File: config.mk
export PLATFORM = sky130hd
export DESIGN_NAME = ffbv_plane_store
export DESIGN_NICKNAME = d
export VERILOG_FILES = /design/src/design/ffbv_pkg.sv /design/src/design/ffbv_plane_store.sv
export SDC_FILE = /design/constraint.sdc
export NUM_CORES = 1
export LEC_CHECK = 0
export BUFFER_PORTS_ARGS = -buffer_cell sky130_fd_sc_hd__buf_2
export CORE_MARGIN = 2
export CORE_UTILIZATION = 50
export DETAILED_ROUTE_END_ITERATION = 8
export PLACE_DENSITY_LB_ADDON = 0.05
export RECOVER_POWER = 50
export SLEW_MARGIN = 5
export SYNTH_ARGS = -nofsm -noshare
export SYNTH_HDL_FRONTEND = slang
export SYNTH_SLANG_ARGS = --single-unit
File: constraint.sdc
create_clock -name clk -period 2.4 [get_ports clk]
set_input_delay 0.24 -clock clk [delete_from_list [all_inputs] [get_ports clk]]
set_output_delay 0.24 -clock clk [all_outputs]
set_load 0.01 [all_outputs]
File: src/design/ffbv_pkg.sv
// Shared types and constants for the frustum box visibility test.
package ffbv_pkg;

    localparam int PLANE_COUNT_DEF = 6;
    localparam int COORD_WIDTH_DEF = 32;

    localparam int FIELD_W      = 32;
    localparam int SLOT_FIELD_W = 3;
    localparam int COORD_LSB    = SLOT_FIELD_W;
    localparam int S_TDATA_W    = 200;
    localparam int VIS_W        = 2;
    localparam int M_TDATA_W    = 8;
    localparam int AXIS_W       = 2;

    localparam logic [AXIS_W-1:0] AXIS_X = 2'd0;
    localparam logic [AXIS_W-1:0] AXIS_Z = 2'd2;

    typedef enum logic {
        OP_TEST = 1'b0,
        OP_LOAD = 1'b1
    } op_t;

    typedef enum logic [VIS_W-1:0] {
        VIS_INVISIBLE = 2'd0,
        VIS_PARTIAL   = 2'd1,
        VIS_VISIBLE   = 2'd2
    } vis_t;

    typedef enum logic [1:0] {
        ST_IDLE,
        ST_RUN,
        ST_DRAIN,
        ST_OUT
    } state_t;

    // Marks carried with each product term through the dot-product unit.
    typedef struct packed {
        logic first;      // first term of a dot product
        logic last;       // last term of a dot product
        logic n_vertex;   // dot product belongs to the near corner
        logic final_dot;  // last dot product of the whole test
    } term_tag_t;

    // Dot-product outcome handed back to the sequencer.
    typedef struct packed {
        logic done;
        logic negative;
        logic n_vertex;
        logic final_dot;
    } dot_res_t;

endpackage

File: src/design/ffbv_plane_store.sv
// Plane store: point and normal of each frustum plane, cleared at reset.
module ffbv_plane_store #(
    parameter int PLANE_COUNT = ffbv_pkg::PLANE_COUNT_DEF,
    parameter int COORD_WIDTH = ffbv_pkg::COORD_WIDTH_DEF,
    parameter int SLOT_W      = (PLANE_COUNT > 1) ? $clog2(PLANE_COUNT) : 1
) (
    input  logic                                 clk,
    input  logic                                 rst_n,
    input  logic                                 we,
    input  logic        [ffbv_pkg::SLOT_FIELD_W-1:0] load_slot,
    input  logic signed [COORD_WIDTH-1:0]        wr_point  [3],
    input  logic signed [COORD_WIDTH-1:0]        wr_normal [3],
    input  logic        [SLOT_W-1:0]             rd_slot,
    input  logic        [ffbv_pkg::AXIS_W-1:0]   rd_axis,
    output logic signed [COORD_WIDTH-1:0]        rd_point,
    output logic signed [COORD_WIDTH-1:0]        rd_normal
);
    import ffbv_pkg::*;

    logic signed [COORD_WIDTH-1:0] point_reg  [PLANE_COUNT][3];
    logic signed [COORD_WIDTH-1:0] normal_reg [PLANE_COUNT][3];
    logic                          slot_ok;

    // Drop loads aimed past the last plane.
    assign slot_ok = (32'(load_slot) < 32'(PLANE_COUNT));

    always_ff @(posedge clk or negedge rst_n)
    begin
        if (!rst_n)
        begin
            for (int k = 0; k < PLANE_COUNT; k++)
            begin
                for (int a = 0; a < 3; a++)
                begin
                    point_reg[k][a]  <= '0;
                    normal_reg[k][a] <= '0;
                end
            end
        end
        else if (we && slot_ok)
        begin
            for (int a = 0; a < 3; a++)
            begin
                point_reg[load_slot[SLOT_W-1:0]][a]  <= wr_point[a];
                normal_reg[load_slot[SLOT_W-1:0]][a] <= wr_normal[a];
            end
        end
    end

    assign rd_point  = point_reg[rd_slot][rd_axis];
    assign rd_normal = normal_reg[rd_slot][rd_axis];

endmodule

==> key figures <==
Run status
  – Run status: finished with violations
  – Failing checks: capacitance limit, slew limit, setup timing

Floorplan
  – Core ar.: 103000 sq um
  – Die W: 326 um
  – Placement Rows: 118
  – Die Y: 326 um
  – Die area: 107000 sq um
  – Initial Utilization: 0.503
  – Ports: 267

Drt
  – Via Count: 32.8k
  – Vias per inst: 5.86
  – Remaining DRCs: 0
  – Avg WL per Cell: 26.3 um
  – 1st-iter DRT viols: 1724
  – Antenna-violating nets left: 0
  – First drt pass iteration count: 5
  – Post-Route WL: 147 mm

Layout
  – Final Non-Filler Cells: 5593
  – Final core utilization: 0.612
  – Layout cell share with drive strength beyond 1: 0.485
  – Final #Nets: 4301
  – Post-route design area: 63200 sq um
  – P&R area growth vs syn: 21.7%
  – Multi-input combinational cell area: 22500 sq um
  – Fill cells: 7889
  – Register area: 28800 sq um

Timing
  – Count of final max-slew check failures: 45
  – Min cycle time layout: 2570 ps
  – RSZ-0062 raised after global routing: yes
  – Final clock skew: 0 ps
  – Worst slew margin: -0.419
  – Tcrit/Tclk final: 1.07
  – Worst-Margin Slew: 2130 ps
  – Highest Clock Rate: 390 MHz
  – Final number of hold-violating endpoints: 0
  – Setup violations, final: 19
  – Min setup slack post-route: -166 ps

Worst hold path
  – HP Class: primary input to register
  – Hold depth: 4
  – Worst Hold Path EP: point_reg[374]$_DFFE_PN0P_
  – Hold Crit Start: load_slot[2]

Synthesis
  – Post-Syn Area: 52000 sq um
  – Synthesis Warnings: 0
  – Leading area contributor after synthesis: dfrtp_1
  – Synth unique cells: 27
  – Yosys top cell area share: 0.555
  – Area contributors post-synth: dfrtp_1 (55%), mux2_2 (25%), mux2i_1 (6.2%), mux4_2 (2.8%), a211oi_1 (1.8%)
  – Post-synthesis cell count: 3541
  – Post-Syn Nets: 3744
  – Post-synthesis sequential area ratio: 0.555
  – Avg Cell Area, Syn: 14.7 sq um
  – Post-synthesis register bit count: 1152

Global routing
  – Vias in the first global route: 36.0k
  – Grt ovf: 0
  – Initial antenna violation count: 33
  – Largest net degree at the start of global routing: 124
  – First-pass GRT wire length: 224 mm
  – GRT Total Usage: 0.277

Worst setup path
  – Crit path kind: register to output port
  – Worst r2r path cells: 2
  – Crit path arrival time: 2330 ps
  – Crit path max-delay cell type: mux4_2
  – Crit path max fanout: 2
  – R2r startpoint: point_reg[74]$_DFFE_PN0P_
  – Critical Path RT: 2160 ps
  – R2R setup slack: 1490 ps
  – CP startpoint kind: register
  – Setup crit end kind: output port
  – Crit Reg-Reg Endpoint: point_reg[74]$_DFFE_PN0P_
  – Sequence of cells on the critical path: mux4_2 > a211oi_4 > o31ai_2 > buf_2
  – Largest stage delay on the critical path: 550 ps

Pwr
  – Lkg Pwr: 27.5 nW
  – Clock network power share: 0.360
  – Peak supply drop: 0.744 mV
  – Sw frac: 0.255
  – Total internal power: 41.9 mW
  – Comb pwr share: 0.179
  – NetSw: 14.3 mW
  – Reg power frac: 0.461
  – PD cells: 889 nW/um^2

CTS
  – Htree depth: 4
  – Clk_lat worst skew: 720 ps
  – Root buffer cell: clkbuf_16
  – # clock sinks: 1152
  – CTS clock-pin slew for the worst setup and hold paths: 60 ps
  – CTS buffer count: 130
  – Clk buf depth: 3
  – CTS tree: done

Placement
  – Placed cell count: 5151
  – DP HPWL: 96.1 mm
  – Port bufs: 266
  – Placed Instance Area: 56400 sq um
  – Gpl congestion: 0.800

Run
  – Max-cap violations: 1
[final cells by class]
| class | instances | area share |
|---|---|---|
| Antenna cell | 15 | 0.000594 |
| Clock buffer | 202 | 0.0641 |
| Clock inverter | 30 | 0.00542 |
| Multi-Input combinational cell | 2129 | 0.356 |
| Sequential cell | 1152 | 0.456 |
| Tap cell | 1380 | 0.0273 |
| Timing Repair Buffer | 685 | 0.0904 |
[cell usage in the layout (no fill, tap or decap), types with 3 or more instances in the layout]
cell type / count
o21ai_1: 58
clkbuf_2: 19
mux4_2: 64
mux2_1: 44
mux2_2: 1172
buf_12: 60
mux2i_1: 314
a211oi_2: 43
o31ai_1: 30
diode_2: 15
nor2b_1: 64
nor2_1: 64
a211oi_1: 65
o31ai_2: 32
clkbuf_8: 39
clkbuf_4: 7
buf_2: 251
buf_6: 8
o21ai_0: 6
buf_4: 132
dfrtp_1: 1152
mux2i_2: 5
buf_8: 3
a211oi_4: 20
clkinv_2: 18
a22oi_1: 64
o22ai_1: 61
dlygate4sd3_1: 193
inv_6: 4
clkbuf_1: 38
bufinv_16: 7
clkbuf_16: 137
[power groups by stage]
stage | Clock [mW] | Sequential [mW] | Combinational, mW
2_1_floorplan | 0 | 25.4 | 6.64
3_3_place_gp | 0 | 25.8 | 9.14
3_5_place_dp | 0 | 26.2 | 9.52
4_1_cts | 20.6 | 25.8 | 10.2
5_1_grt | 21.5 | 26.4 | 10.9
6_report | 20.2 | 25.9 | 10.1
[cells in the mapped netlist]
cell type,count
mux4_2,64
nor3b_1,3
or2_2,1
a211oi_1,128
clkbuf_2,1
mux2_2,1174
nand2b_1,2
clkbuf_1,53
buf_6,16
buf_4,28
nand2_1,2
nor3_1,2
mux2i_1,320
buf_1,14
nand4b_1,2
nor2_1,65
o31ai_1,64
mux2_1,42
o21ai_1,58
a22oi_1,64
o21ai_0,6
nor2b_1,65
dfrtp_1,1152
buf_2,148
nand4bb_1,2
o22ai_1,64
or4b_1,1
[routing by layer]
| layer | share of wire | track usage |
|---|---|---|
| met1 | 0.41 | 0.341 |
| met2 | 0.52 | 0.490 |
| met3 | 0.040 | 0.0474 |
| met4 | 0.034 | 0.104 |
| met5 | 0.00098 | 0 |
[how the worst max path moves through the flow]
stage	startpoint	depth (start not counted)	slack (ps)	endpoint
2_1_floorplan	rd_axis[0]	6	550	rd_normal[12]
3_3_place_gp	rd_slot[0]	6	-280	rd_point[9]
3_5_place_dp	rd_slot[0]	6	-270	rd_point[7]
4_1_cts	point_reg[39]$_DFFE_PN0P_	4	-230	rd_point[7]
5_1_grt	point_reg[37]$_DFFE_PN0P_	4	-210	rd_point[5]
6_report	point_reg[37]$_DFFE_PN0P_	4	-170	rd_point[5]
[per-stage QoR]
| stage | setup WS, ps | total power [mW] | setup TNS [ps] | hold WS (ps) |
|---|---|---|---|---|
| floorplan | 553 | 32.0 | 0 | -55.6 |
| global placement | -276 | 35.0 | -1220 | 264 |
| detailed placement | -271 | 35.7 | -1290 | 259 |
| CTS | -227 | 56.6 | -2790 | 85.0 |
| global route | -209 | 58.7 | -15090 | 351 |
| finish | -166 | 56.2 | -1330 | 336 |
[worst max-delay path, delay by kind of cell, from the launching register on]
| family | cells | cell delay, ps |
|---|---|---|
| mux | 1 | 550 |
| compound gates | 2 | 510 |
| flops | 1 | 380 |
| buf+inv | 1 | 160 |
[cell families after synthesis]
family	synth area share
compound gates	0.0509
buf+inv	0.0267
mux	0.353
simple gates	0.0146
flops	0.555
[timing repair]
item | 4_1_cts | 5_1_grt
hold buffers | 193 | 0
pin swaps | 44 | 15
endpoints found under the setup margin | 55 | 59
hold endpoints to repair | 1267 | 0
buffers inserted | 7 | 2
resized for setup | 122 | 19
Note: power is estimated with default switching activity, not from simulation.
