## config.mk

```make
export PLATFORM = sky130hd
export DESIGN_NAME = ffbv_seq
export DESIGN_NICKNAME = d
export VERILOG_FILES = /design/src/design/ffbv_pkg.sv /design/src/design/ffbv_seq.sv
export SDC_FILE = /design/constraint.sdc
export NUM_CORES = 1
export LEC_CHECK = 0
export ABC_CLOCK_PERIOD_IN_PS = 3900
export BUFFER_PORTS_ARGS = -buffer_cell sky130_fd_sc_hd__buf_4
export CORE_UTILIZATION = 40
export CTS_BUF_LIST = sky130_fd_sc_hd__clkbuf_8
export CTS_CLUSTER_SIZE = 28
export DETAILED_ROUTE_END_ITERATION = 8
export GPL_ROUTABILITY_DRIVEN = 0
export MAX_ROUTING_LAYER = met4
export PLACE_DENSITY = 0.67
export SLEW_MARGIN = 5
export SYNTH_ARGS = -nofsm -noshare
export SYNTH_HDL_FRONTEND = slang
export SYNTH_SLANG_ARGS = --single-unit
```

## constraint.sdc

```tcl
create_clock -name clk -period 3.9 [get_ports clk]
set_clock_uncertainty 0.1 [all_clocks]
set_input_delay 0.39 -clock clk [delete_from_list [all_inputs] [get_ports clk]]
set_output_delay 0.39 -clock clk [all_outputs]
set_load 0.01 [all_outputs]
```

## src/design/ffbv_pkg.sv

```systemverilog
// Shared types and constants for the frustum box visibility test.
package ffbv_pkg;

    localparam int PLANE_COUNT_DEF = 6;
    localparam int COORD_WIDTH_DEF = 32;

    localparam int FIELD_W      = 32;
    localparam int SLOT_FIELD_W = 3;
    localparam int COORD_LSB    = SLOT_FIELD_W;
    localparam int S_TDATA_W    = 200;
    localparam int VIS_W        = 2;
    localparam int M_TDATA_W    = 8;
    localparam int AXIS_W       = 2;

    localparam logic [AXIS_W-1:0] AXIS_X = 2'd0;
    localparam logic [AXIS_W-1:0] AXIS_Z = 2'd2;

    typedef enum logic {
        OP_TEST = 1'b0,
        OP_LOAD = 1'b1
    } op_t;

    typedef enum logic [VIS_W-1:0] {
        VIS_INVISIBLE = 2'd0,
        VIS_PARTIAL   = 2'd1,
        VIS_VISIBLE   = 2'd2
    } vis_t;

    typedef enum logic [1:0] {
        ST_IDLE,
        ST_RUN,
        ST_DRAIN,
        ST_OUT
    } state_t;

    // Marks carried with each product term through the dot-product unit.
    typedef struct packed {
        logic first;      // first term of a dot product
        logic last;       // last term of a dot product
        logic n_vertex;   // dot product belongs to the near corner
        logic final_dot;  // last dot product of the whole test
    } term_tag_t;

    // Dot-product outcome handed back to the sequencer.
    typedef struct packed {
        logic done;
        logic negative;
        logic n_vertex;
        logic final_dot;
    } dot_res_t;

endpackage

```

## src/design/ffbv_seq.sv

```systemverilog
// Sequencer: walks planes, corners and axes through the shared unit.
module ffbv_seq #(
    parameter int PLANE_COUNT = ffbv_pkg::PLANE_COUNT_DEF,
    parameter int SLOT_W      = (PLANE_COUNT > 1) ? $clog2(PLANE_COUNT) : 1
) (
    input  logic                          clk,
    input  logic                          rst_n,
    input  logic                          s_tvalid,
    input  ffbv_pkg::op_t                 op,
    output logic                          s_tready,
    output logic                          capture,
    output logic                          load_we,
    output logic                          term_valid,
    output ffbv_pkg::term_tag_t           term_tag,
    output logic [SLOT_W-1:0]             rd_slot,
    output logic [ffbv_pkg::AXIS_W-1:0]   rd_axis,
    input  ffbv_pkg::dot_res_t            res,
    output logic                          m_tvalid,
    input  logic                          m_tready,
    output ffbv_pkg::vis_t                vis
);
    import ffbv_pkg::*;

    localparam logic [SLOT_W-1:0] LAST_PLANE = SLOT_W'(PLANE_COUNT - 1);

    state_t              state_reg,  state_next;
    logic [SLOT_W-1:0]   plane_reg,  plane_next;
    logic                nvert_reg,  nvert_next;
    logic [AXIS_W-1:0]   axis_reg,   axis_next;
    vis_t                vis_reg,    vis_next;
    logic                busy;

    always_ff @(posedge clk or negedge rst_n)
    begin
        if (!rst_n)
        begin
            state_reg <= ST_IDLE;
            plane_reg <= '0;
            nvert_reg <= 1'b0;
            axis_reg  <= AXIS_X;
        end
        else
        begin
            state_reg <= state_next;
            plane_reg <= plane_next;
            nvert_reg <= nvert_next;
            axis_reg  <= axis_next;
        end
    end

    always_ff @(posedge clk)
    begin
        vis_reg <= vis_next;
    end

    assign busy = (state_reg == ST_RUN) || (state_reg == ST_DRAIN);

    always_comb
    begin
        state_next = state_reg;
        plane_next = plane_reg;
        nvert_next = nvert_reg;
        axis_next  = axis_reg;
        vis_next   = vis_reg;
        s_tready   = 1'b0;
        m_tvalid   = 1'b0;
        capture    = 1'b0;
        load_we    = 1'b0;
        term_valid = 1'b0;

        term_tag.first     = (axis_reg == AXIS_X);
        term_tag.last      = (axis_reg == AXIS_Z);
        term_tag.n_vertex  = nvert_reg;
        term_tag.final_dot = (axis_reg == AXIS_Z) && nvert_reg && (plane_reg == LAST_PLANE);

        case (state_reg)
            ST_IDLE:
            begin
                // Ready is always high here, so valid alone marks a transfer.
                s_tready = 1'b1;
                if (s_tvalid)
                begin
                    if (op == OP_LOAD)
                    begin
                        load_we = 1'b1;
                    end
                    else
                    begin
                        capture    = 1'b1;
                        plane_next = '0;
                        nvert_next = 1'b0;
                        axis_next  = AXIS_X;
                        state_next = ST_RUN;
                    end
                end
            end
            ST_RUN:
            begin
                // Issue one product term; advance axis, then corner, then plane.
                term_valid = 1'b1;
                if (axis_reg == AXIS_Z)
                begin
                    axis_next  = AXIS_X;
                    nvert_next = !nvert_reg;
                    if (nvert_reg)
                    begin
                        if (plane_reg == LAST_PLANE)
                        begin
                            state_next = ST_DRAIN;
                        end
                        else
                        begin
                            plane_next = plane_reg + SLOT_W'(1);
                        end
                    end
                end
                else
                begin
                    axis_next = axis_reg + AXIS_W'(1);
                end
            end
            ST_DRAIN:
            begin
            end
            ST_OUT:
            begin
                m_tvalid = 1'b1;
                if (m_tready)
                begin
                    state_next = ST_IDLE;
                end
            end
            default:
            begin
                state_next = ST_IDLE;
            end
        endcase

        // Exit on a negative distance, else visible on the final dot product.
        if (busy && res.done)
        begin
            if (res.negative)
            begin
                vis_next   = res.n_vertex ? VIS_PARTIAL : VIS_INVISIBLE;
                state_next = ST_OUT;
            end
            else if (res.final_dot)
            begin
                vis_next   = VIS_VISIBLE;
                state_next = ST_OUT;
            end
        end
    end

    assign rd_slot = plane_reg;
    assign rd_axis = axis_reg;
    assign vis     = vis_reg;

    a_no_accept_while_holding: assert property (@(posedge clk) disable iff (!rst_n)
        m_tvalid |-> !s_tready)
        else $error("input taken while a result is pending");

    a_final_issue_ends_run: assert property (@(posedge clk) disable iff (!rst_n)
        state_reg == ST_RUN && term_tag.final_dot |=> state_reg == ST_DRAIN || state_reg == ST_OUT)
        else $error("issue continued past the last term");

    a_negative_exits: assert property (@(posedge clk) disable iff (!rst_n)
        busy && res.done && res.negative |=> m_tvalid)
        else $error("negative distance did not end the test");

endmodule

```

==> metrics.md <==
| Metric | Value |
|---|---|
| TNS Setup | `0 ps` |
| Layout area overhead | `34.3%` |
| 1st-iter DRT viols | `19` |
| Final net count | `111` |
| Required time of the worst setup path | `3410 ps` |
| Status | `finished, violations left` |
| Vias | `637` |
| Fmax | `482 MHz` |
| Via density | `5.74` |
| Cell area after synthesis | `689 um^2` |
| Failing checks | `design-rule violations` |
| Routed wire length | `1.67 mm` |
| Hold_ws | `311 ps` |
| Skew-Pair Late Insertion Delay | `240 ps` |
| R2r endpoint | `rd_slot[2]` |
| Setup violations, final | `0` |
| RR Startpoint | `state_reg[1]` |
| Most frequent cells in the layout | `24 x buf_4, 8 x dfrtp_1, 7 x inv_1` |
| Site Rows | `14` |
| Critical hold path startpoint | `res[2]` |
| DP Worst Slack | `2090 ps` |
| Setup ws final | `1830 ps` |
| Total GRT Usage | `0.194` |
| Final Hold Viols | `0` |
| Hold depth | `2` |
| Seq/Total Area, Yosys | `0.377` |
| Clk buf depth | `2` |
| Leak | `0.490 nW` |
| DRT Pass-1 Iters | `7` |
| Worst Path Max Fanout | `9` |
| Setup bufs post-CTS | `0` |
| Core ar. | `1560 um^2` |
| H-tree depth | `1` |
| Vias in the first global route | `576` |
| RSZ-0062 raised after global routing | `false` |
| Hold endpoint | `vis[1]` |
| Crit share post-route | `0.531` |
| ANT cells | `0` |
| Port buffer count | `24` |
| Share of layout cells above drive strength 1 | `0.305` |
| # resized after CTS | `0` |
| Largest net degree at the start of global routing | `11` |
| Max reg flops | `3` |
| Startpoint Class | `flop` |
| I/O pins | `25` |
| Syn_area_per_cell | `10.1 um^2` |
| Tmin final | `2070 ps` |
| Die ar. | `1890 um^2` |
| Total gr overflow | `0` |
| Die W | `43.5 um` |
| PD cells | `700 nW/um^2` |
| CTS Hold Bufs | `1` |
| # DRC | `4` |
| Dominant synthesized flop cell | `dfrtp_1` |
| Count of pins over their slew limit | `0` |
| Post-synthesis cell type count | `32` |
| Syn Nets | `83` |
| Yosys reg bits | `10` |
| Antenna-violating nets left | `0` |
| Initial antenna violation count | `0` |
| CTS Sinks | `10` |
| Num CTS Buffers | `3` |
| FILL cells | `136` |
| Rel. slew slack | `0.664` |
| Global-route wire length before repair | `2.60 mm` |
| Initial core utilization | `0.442` |
| Worst Max-Slew Pin Slew | `491 ps` |
| Reg2reg path depth | `5` |
| TritonCTS clock tree | `done` |
| Final Instance Count excl. Fillers | `111` |
| Most common cell after layout, fill and taps aside | `buf_4` |
| Fin area | `926 um^2` |
| Clock transition at path regs | `50 ps` |
| Syn Inst Count | `68` |
| Drt wl/cell | `15.0 um` |
| FFs w/ async S/R, synth | `0.800` |
| Critical path arrival | `1580 ps` |
| Die height | `43.5 um` |
| Root Driver | `clkbuf_8` |
| Hold Path Class | `in -> reg` |
| Detail Placement HPWL | `1.26 mm` |
| Number of flops mapped to enable cells by yosys | `2` |
| CP endpoint kind | `output port` |
| Setup crit start | `state_reg[1]` |
| Placed inst area | `871 um^2` |
| Ys Warns | `0` |
| Dpl cells | `106` |
| # Max-Cap Violations | `0` |
| R2R setup slack | `2080 ps` |
| Start-to-end type of the worst setup path | `reg -> out` |
| Total power | `0.648 mW` |
| Final Util | `0.594` |
| Peak VDD IR | `0.361 mV` |
how the worst max path moves through the flow:
| stage | to | slack, ps | cells past startpoint |
|---|---|---|---|
| 2_1_floorplan | rd_slot[0] | 2250 | 6 |
| 3_3_place_gp | capture | 2130 | 4 |
| 3_5_place_dp | rd_slot[2] | 2090 | 5 |
| 4_1_cts | capture | 1850 | 4 |
| 5_1_grt | capture | 1730 | 4 |
| 6_report | capture | 1830 | 4 |
synth_stat cells (all sizes together) (2+ instances only):
cell | instances | share of area
nor2b | 4 | 0.036
edfxtp | 2 | 0.087
a21oi | 2 | 0.015
a2111oi | 3 | 0.038
a211oi | 2 | 0.022
a22o | 3 | 0.038
buf | 2 | 0.027
nand2b | 2 | 0.018
ha | 6 | 0.11
o21ai | 2 | 0.015
and3b | 2 | 0.025
and2b | 2 | 0.022
and2 | 2 | 0.018
dfrtp | 8 | 0.29
a211o | 2 | 0.025
nor2 | 3 | 0.016
inv | 7 | 0.038
layout make-up:
cell class | instances | area [um^2] | share of cell area
tap | 16 | 20.0 | 0.0216
clock inverter | 1 | 3.75 | 0.00405
inverter | 8 | 30.0 | 0.0324
clock buffer | 3 | 41.3 | 0.0446
timing repair buffer | 25 | 190 | 0.205
sequential | 10 | 260 | 0.281
multi-input combinational | 48 | 380 | 0.411
cells by family after synthesis:
group / count (synthesis) / share of synthesized area
buffers and inverters: 10 / 0.0708
DFF: 10 / 0.377
adders and majority gates: 6 / 0.109
AOI/OAI and AO/OA: 20 / 0.227
and+or+nand+nor: 22 / 0.216
layer usage:
| metal | share of wire | track usage | vias to the layer above |
|---|---|---|---|
| li1 | - | - | 306 |
| met1 | 0.45 | 0.249 | 301 |
| met2 | 0.48 | 0.303 | 26 |
| met3 | 0.056 | 0.0250 | 4 |
| met4 | 0.015 | 0.0938 | 0 |
| met5 | 0 | - | - |
power breakdown:
part | internal [mW] | switching, mW
clock | 0.0693 | 0.0436
sequential | 0.146 | 0.0462
combinational | 0.167 | 0.175
total | 0.383 | 0.265
critical path: stages (launching register included):
cell and delay, ps:
dfrtp_1 400, inv_1 100, ha_1 300, and3b_1 360, buf_4 180
(Power assumes the default switching activity.)
