### config.mk
export PLATFORM = sky130hd
export DESIGN_NAME = ffbv_dot_unit
export DESIGN_NICKNAME = d
export VERILOG_FILES = /design/src/design/ffbv_pkg.sv /design/src/design/ffbv_dot_unit.sv
export SDC_FILE = /design/constraint.sdc
export NUM_CORES = 2
export LEC_CHECK = 0
export BUFFER_PORTS_ARGS = -buffer_cell sky130_fd_sc_hd__buf_4
export CORE_UTILIZATION = 67
export DETAILED_ROUTE_END_ITERATION = 10
export GPL_TIMING_DRIVEN = 1
export PLACE_DENSITY = 0.95
export SETUP_SLACK_MARGIN = 0.2
export SYNTH_ARGS = -nofsm -noshare
export SYNTH_HDL_FRONTEND = slang
export SYNTH_SLANG_ARGS = --single-unit
### constraint.sdc
create_clock -name clk -period 4 [get_ports clk]
set_clock_uncertainty 0.05 [all_clocks]
set_input_delay 0 -clock clk [delete_from_list [all_inputs] [get_ports clk]]
set_output_delay 0 -clock clk [all_outputs]
set_load 0.02 [all_outputs]
### src/design/ffbv_pkg.sv
// Shared types and constants for the frustum box visibility test.
package ffbv_pkg;

    localparam int PLANE_COUNT_DEF = 6;
    localparam int COORD_WIDTH_DEF = 32;

    localparam int FIELD_W      = 32;
    localparam int SLOT_FIELD_W = 3;
    localparam int COORD_LSB    = SLOT_FIELD_W;
    localparam int S_TDATA_W    = 200;
    localparam int VIS_W        = 2;
    localparam int M_TDATA_W    = 8;
    localparam int AXIS_W       = 2;

    localparam logic [AXIS_W-1:0] AXIS_X = 2'd0;
    localparam logic [AXIS_W-1:0] AXIS_Z = 2'd2;

    typedef enum logic {
        OP_TEST = 1'b0,
        OP_LOAD = 1'b1
    } op_t;

    typedef enum logic [VIS_W-1:0] {
        VIS_INVISIBLE = 2'd0,
        VIS_PARTIAL   = 2'd1,
        VIS_VISIBLE   = 2'd2
    } vis_t;

    typedef enum logic [1:0] {
        ST_IDLE,
        ST_RUN,
        ST_DRAIN,
        ST_OUT
    } state_t;

    // Marks carried with each product term through the dot-product unit.
    typedef struct packed {
        logic first;      // first term of a dot product
        logic last;       // last term of a dot product
        logic n_vertex;   // dot product belongs to the near corner
        logic final_dot;  // last dot product of the whole test
    } term_tag_t;

    // Dot-product outcome handed back to the sequencer.
    typedef struct packed {
        logic done;
        logic negative;
        logic n_vertex;
        logic final_dot;
    } dot_res_t;

endpackage

### src/design/ffbv_dot_unit.sv
// Shared multiply-accumulate unit: one product term per cycle, exact sum.
module ffbv_dot_unit #(
    parameter int COORD_WIDTH = ffbv_pkg::COORD_WIDTH_DEF
) (
    input  logic                          clk,
    input  logic                          rst_n,
    input  logic                          term_valid,
    input  ffbv_pkg::term_tag_t           term_tag,
    input  logic signed [COORD_WIDTH-1:0] corner,
    input  logic signed [COORD_WIDTH-1:0] point,
    input  logic signed [COORD_WIDTH-1:0] normal,
    output ffbv_pkg::dot_res_t            res
);
    import ffbv_pkg::*;

    localparam int DW = COORD_WIDTH + 1;
    localparam int PW = 2 * COORD_WIDTH + 1;
    localparam int AW = 2 * COORD_WIDTH + 3;

    logic signed [DW-1:0] diff;
    logic signed [PW-1:0] prod_next;
    logic signed [PW-1:0] prod_reg;
    term_tag_t            tag_d_reg;
    logic                 vld_d_reg;
    logic signed [AW-1:0] acc_next;
    logic signed [AW-1:0] acc_reg;
    term_tag_t            tag_acc_reg;
    logic                 res_done_reg;

    assign diff      = DW'(corner) - DW'(point);
    assign prod_next = PW'(normal) * PW'(diff);
    assign acc_next  = (tag_d_reg.first ? AW'(0) : acc_reg) + AW'(prod_reg);

    // Product stage.
    always_ff @(posedge clk or negedge rst_n)
    begin
        if (!rst_n)
        begin
            vld_d_reg <= 1'b0;
        end
        else
        begin
            vld_d_reg <= term_valid;
        end
    end

    always_ff @(posedge clk)
    begin
        prod_reg  <= prod_next;
        tag_d_reg <= term_tag;
    end

    // Accumulate stage; flag completion when the last term lands.
    always_ff @(posedge clk or negedge rst_n)
    begin
        if (!rst_n)
        begin
            res_done_reg <= 1'b0;
        end
        else
        begin
            res_done_reg <= vld_d_reg && tag_d_reg.last;
        end
    end

    always_ff @(posedge clk)
    begin
        if (vld_d_reg)
        begin
            acc_reg     <= acc_next;
            tag_acc_reg <= tag_d_reg;
        end
    end

    assign res.done      = res_done_reg;
    assign res.negative  = acc_reg[AW-1];
    assign res.n_vertex  = tag_acc_reg.n_vertex;
    assign res.final_dot = tag_acc_reg.final_dot;

    a_done_follows_last: assert property (@(posedge clk) disable iff (!rst_n)
        vld_d_reg && tag_d_reg.last |=> res_done_reg)
        else $error("dot result missing after last term");

    a_done_has_cause: assert property (@(posedge clk) disable iff (!rst_n)
        res_done_reg |-> $past(vld_d_reg))
        else $error("dot result without a product term");

endmodule

==> impl_metrics.yaml, run 1 <==
cts:
  htreeDepth: 4
  clock-root-buffer: "clkbuf_16"
  cts.sinks: 140
  clockBufferDepth: 2
  cts_buffers: 17
synth:
  yosysWarningCount: 0
  ys_seq_area_share_pct: 7.03
  syn_nets: 7062
  synth_top_cell_by_area: "fa_1"
  synthCells: 5561
  synth_common_cells: "inv_1, fa_1, nand2_1"
  synth.avg_cell_area_um2: 8.96
  synthDistinctLibCells: 92
  ys_ff_latch: 140
  netlist_area_um2: 49800
  synth_enable_flop_cells: 69
  yosysMostFrequentCell: "inv_1"
  synth_top_area_share_pct: 44.7
  synth_area_leaders: "fa_1, inv_1, ha_1, nand2_1, and2_1"
  ys.flop_type: "edfxtp_1"
  async_flop_share_pct: 1.43
floorplan:
  ios: 107
  row_count: 99
  chipWidth_um: 275
  initial_core_util_pct: 68.0
  die_h_um: 275
outcome:
  flow.stopped_at: "global routing (5_1_grt)"
  toolErrorMsg: "[ERROR GRT-0116] Global routing finished with congestion. Check the congestion regions in the DRC Viewer."
  status: "stopped before the end"
grt:
  grt_pass1_vias: 67475
  grt_max_degree: 66
  grt_pass1_wl_um: 466000
  grt_util_all_layers_pct: 83.1
  overflow: 2515
place:
  post-place-ws_ns: -6.16
  globalplace.congestion: 1.04
  hpwlAfterDp_um: 149000
  port_buffers: 106
==> layer usage <==
metal / GRT overflow / global-route usage (%)
met1: 89 / 77.3
met2: 1637 / 96.1
met3: 90 / 75.0
met4: 690 / 87.6
met5: 9 / 61.3
==> metrics by stage <==
| stage | hold WS, ns | area (um^2) | cells | TNS, ns | util [%] |
|---|---|---|---|---|---|
| after floorplan | -0.346 | 50500 | 5561 | -223.15 | - |
| after global placement | -0.269 | 56500 | 6938 | -266.85 | 77.1 |
| after detailed placement | -0.266 | 56500 | 6938 | -294.10 | 77.1 |
| after CTS | 0.143 | 59300 | 7050 | -253.86 | 80.9 |
==> repair_timing <==
action                     4_1_cts
hold buffers                     7
pin swaps                      154
setup buffers                   71
hold endpoints to repair         7
cloned                           2
setup endpoints to repair       70
gates resized for setup        332
==> kinds of logic after synthesis <==
kind of cell / count (synthesis) / synth area share [%]
buffers and inverters: 1494 / 11.4
flip-flops: 140 / 7.03
multiplexers: 67 / 1.42
AND/OR/NAND/NOR: 1703 / 17.4
AO/OA/AOI/OAI: 609 / 8.25
adder cells (fa/ha/maj): 1398 / 51.9
XOR/XNOR: 150 / 2.64
==> run 2: changes to the inputs <==
Settings changed: CORE_UTILIZATION 67 to 40, PLACE_DENSITY 0.95 to not set, PLACE_DENSITY_LB_ADDON set to 0.15, SETUP_SLACK_MARGIN 0.2 to not set.
==> run 2 against run 1 <==
  * The flow now finishes, with violations (setup timing)
  * Synthesized cell count unchanged
  * Synthesized area unchanged
==> impl_metrics.yaml, run 2 <==
synth:
  synth_top_area_share_pct: 44.7
  ys_seq_area_share_pct: 7.03
  synth.avg_cell_area_um2: 8.96
  yosysWarningCount: 0
  netlist_area_um2: 49800
  synthCells: 5561
  synth_area_leaders: "fa_1, inv_1, ha_1, nand2_1, and2_1"
  yosysMostFrequentCell: "inv_1"
  syn_nets: 7062
  synth_common_cells: "inv_1, fa_1, nand2_1"
  ys.flop_type: "edfxtp_1"
  ys_ff_latch: 140
  synthDistinctLibCells: 92
  synth_top_cell_by_area: "fa_1"
  synth_enable_flop_cells: 69
  async_flop_share_pct: 1.43
sta:
  max_freq_mhz: 109
  period_needed_ns: 9.19
  setup_violations: 60
  hold_violations: 0
  fin_ws_ns: -5.19
  rsz0062_at_grt: "true"
  worst_slew_pin_slew_ns: 0.841
  drv_slew: 0
  finalCritPeriodShare_pct: 230
  max_slew_margin_pct: 43.7
grt:
  grt_pass1_vias: 42630
  grt_max_degree: 66
  overflow: 0
  antenna_found_initial: 2
  grt_util_all_layers_pct: 24.1
  grt_pass1_wl_um: 240000
routing:
  wirelength_um: 146000
  via_count: 39048
  antenna_left: 0
  wl_per_cell_um: 18.7
  viasPerCell: 5.02
  drc: 0
  drtIter0Drc: 2210
  drtPass1Iterations: 5
setup_path:
  critPathMaxFanout: 6
  cpPeakStageDelay_ns: 0.52
  worstPathArrival_ns: 9.43
  cp_common_cell: "fa_1"
  end_kind: "flip-flop"
  startpoint_type: "input port"
  critPathKind: "in -> reg"
  worst_path_max_delay_cell: "fa_1"
  critPathRequiredTime_ns: 4.24
final_layout:
  layout_common_cells: "inv_1, fa_1, buf_4, nand2_1, and2_1"
  layout.nets: 7636
  stdcell_count: 7786
  final_core_util_pct: 49.6
  syn_to_final_growth_pct: 23.1
  largest_reg_flops: 67
  drive_gt1_share_pct: 21.8
  final_common_cell: "inv_1"
cts:
  clock-root-buffer: "clkbuf_16"
  cts.sinks: 140
  cts_buffers: 17
  clk_pin_slew_worst_paths_ns: 0.06
  worstSkewPairLatency_ns: 0.44
  clockBufferDepth: 2
  htreeDepth: 4
  cts_tree: "built"
floorplan:
  row_count: 129
  chipWidth_um: 355
  die_area_um2: 126000
  initial_core_util_pct: 40.3
  core_um2: 124000
  die_h_um: 355
  ios: 107
outcome:
  violations: "setup timing"
  status: "finished, violations left"
place:
  port_buffers: 106
  post-place-ws_ns: -6.28
  globalplace.congestion: 0.870
  hpwlAfterDp_um: 125000
  place_inst: 7658
run:
  cap_violations: 0
worst_hold_path:
  hold_class: "in -> reg"
==> run 2: per-stage QoR <==
stage	TNS, ns	hold WS [ns]	area, um^2
2_1_floorplan	-223.15	-0.346	50500
3_3_place_gp	-288.61	-0.268	58000
3_5_place_dp	-289.97	-0.267	58000
4_1_cts	-249.44	0.124	60500
5_1_grt	-266.32	0.129	61300
6_report	-249.72	0.161	61300
==> run 2: what timing repair did <==
| action | 4_1_cts | 5_1_grt |
|---|---|---|
| hold buffers | 7 | 0 |
| setup endpoints to repair | 60 | 71 |
| resized for setup | 307 | 178 |
| buffers inserted | 65 | 34 |
| pin swaps | 238 | 152 |
| cloned | 3 | 1 |
| endpoints found under the hold margin | 7 | 0 |
==> run 2: kinds of logic after synthesis <==
| family | after synthesis | synth area share (%) |
|---|---|---|
| AND/OR/NAND/NOR | 1703 | 17.4 |
| AO/OA/AOI/OAI | 609 | 8.25 |
| flip-flops | 140 | 7.03 |
| XOR/XNOR | 150 | 2.64 |
| multiplexers | 67 | 1.42 |
| buffers and inverters | 1494 | 11.4 |
| adder cells (fa/ha/maj) | 1398 | 51.9 |
==> run 2: final cells by class <==
type                    count  area [um^2]
clock buffers              20          447
repair buffers            903         7950
well taps                1637         2050
multi-input cells        3928        43000
inverters                1145         4330
flip-flops and latches    140         3510
fillers                 11796        62300
diodes                      1         2.50
clock inverters            12         87.6
==> run 2: worst max-delay path: cells and delay by family <==
kind,cells,cell delay [ns]
adder cells (fa/ha/maj),11,4.76
AO/OA/AOI/OAI,15,3.24
buffers and inverters,9,0.95
AND/OR/NAND/NOR,3,0.44
==> run 2: layer usage <==
layer / up-vias / track usage [%] / routed length [um]
li1: 18134 / - / -
met1: 20016 / 33.9 / 67700
met2: 791 / 41.0 / 70300
met3: 107 / 2.40 / 6100
met4: 0 / 3.20 / 1820
met5: - / 0 / 0
==> run 2: worst paths after layout <==
kind / from / end / slack (ns) / cells past startpoint
worst max-delay path: corner[0] / prod_reg[62] / -5.19 / 38
worst min-delay path: term_tag[0] / tag_d_reg[0] / 0.16 / 2
worst max register to register: tag_d_reg[3] / acc_reg[63] / 0.26 / 14
worst min register to register: tag_d_reg[0] / res[0] / 0.36 / 0
max in group asynchronous: rst_n / vld_d_reg / 3.39 / 3
min in group asynchronous: rst_n / res_done_reg / 0.38 / 3
Power of run 2 is not shown: default switching activity piles up to over one toggle a cycle in this logic, so the estimate is an artifact.
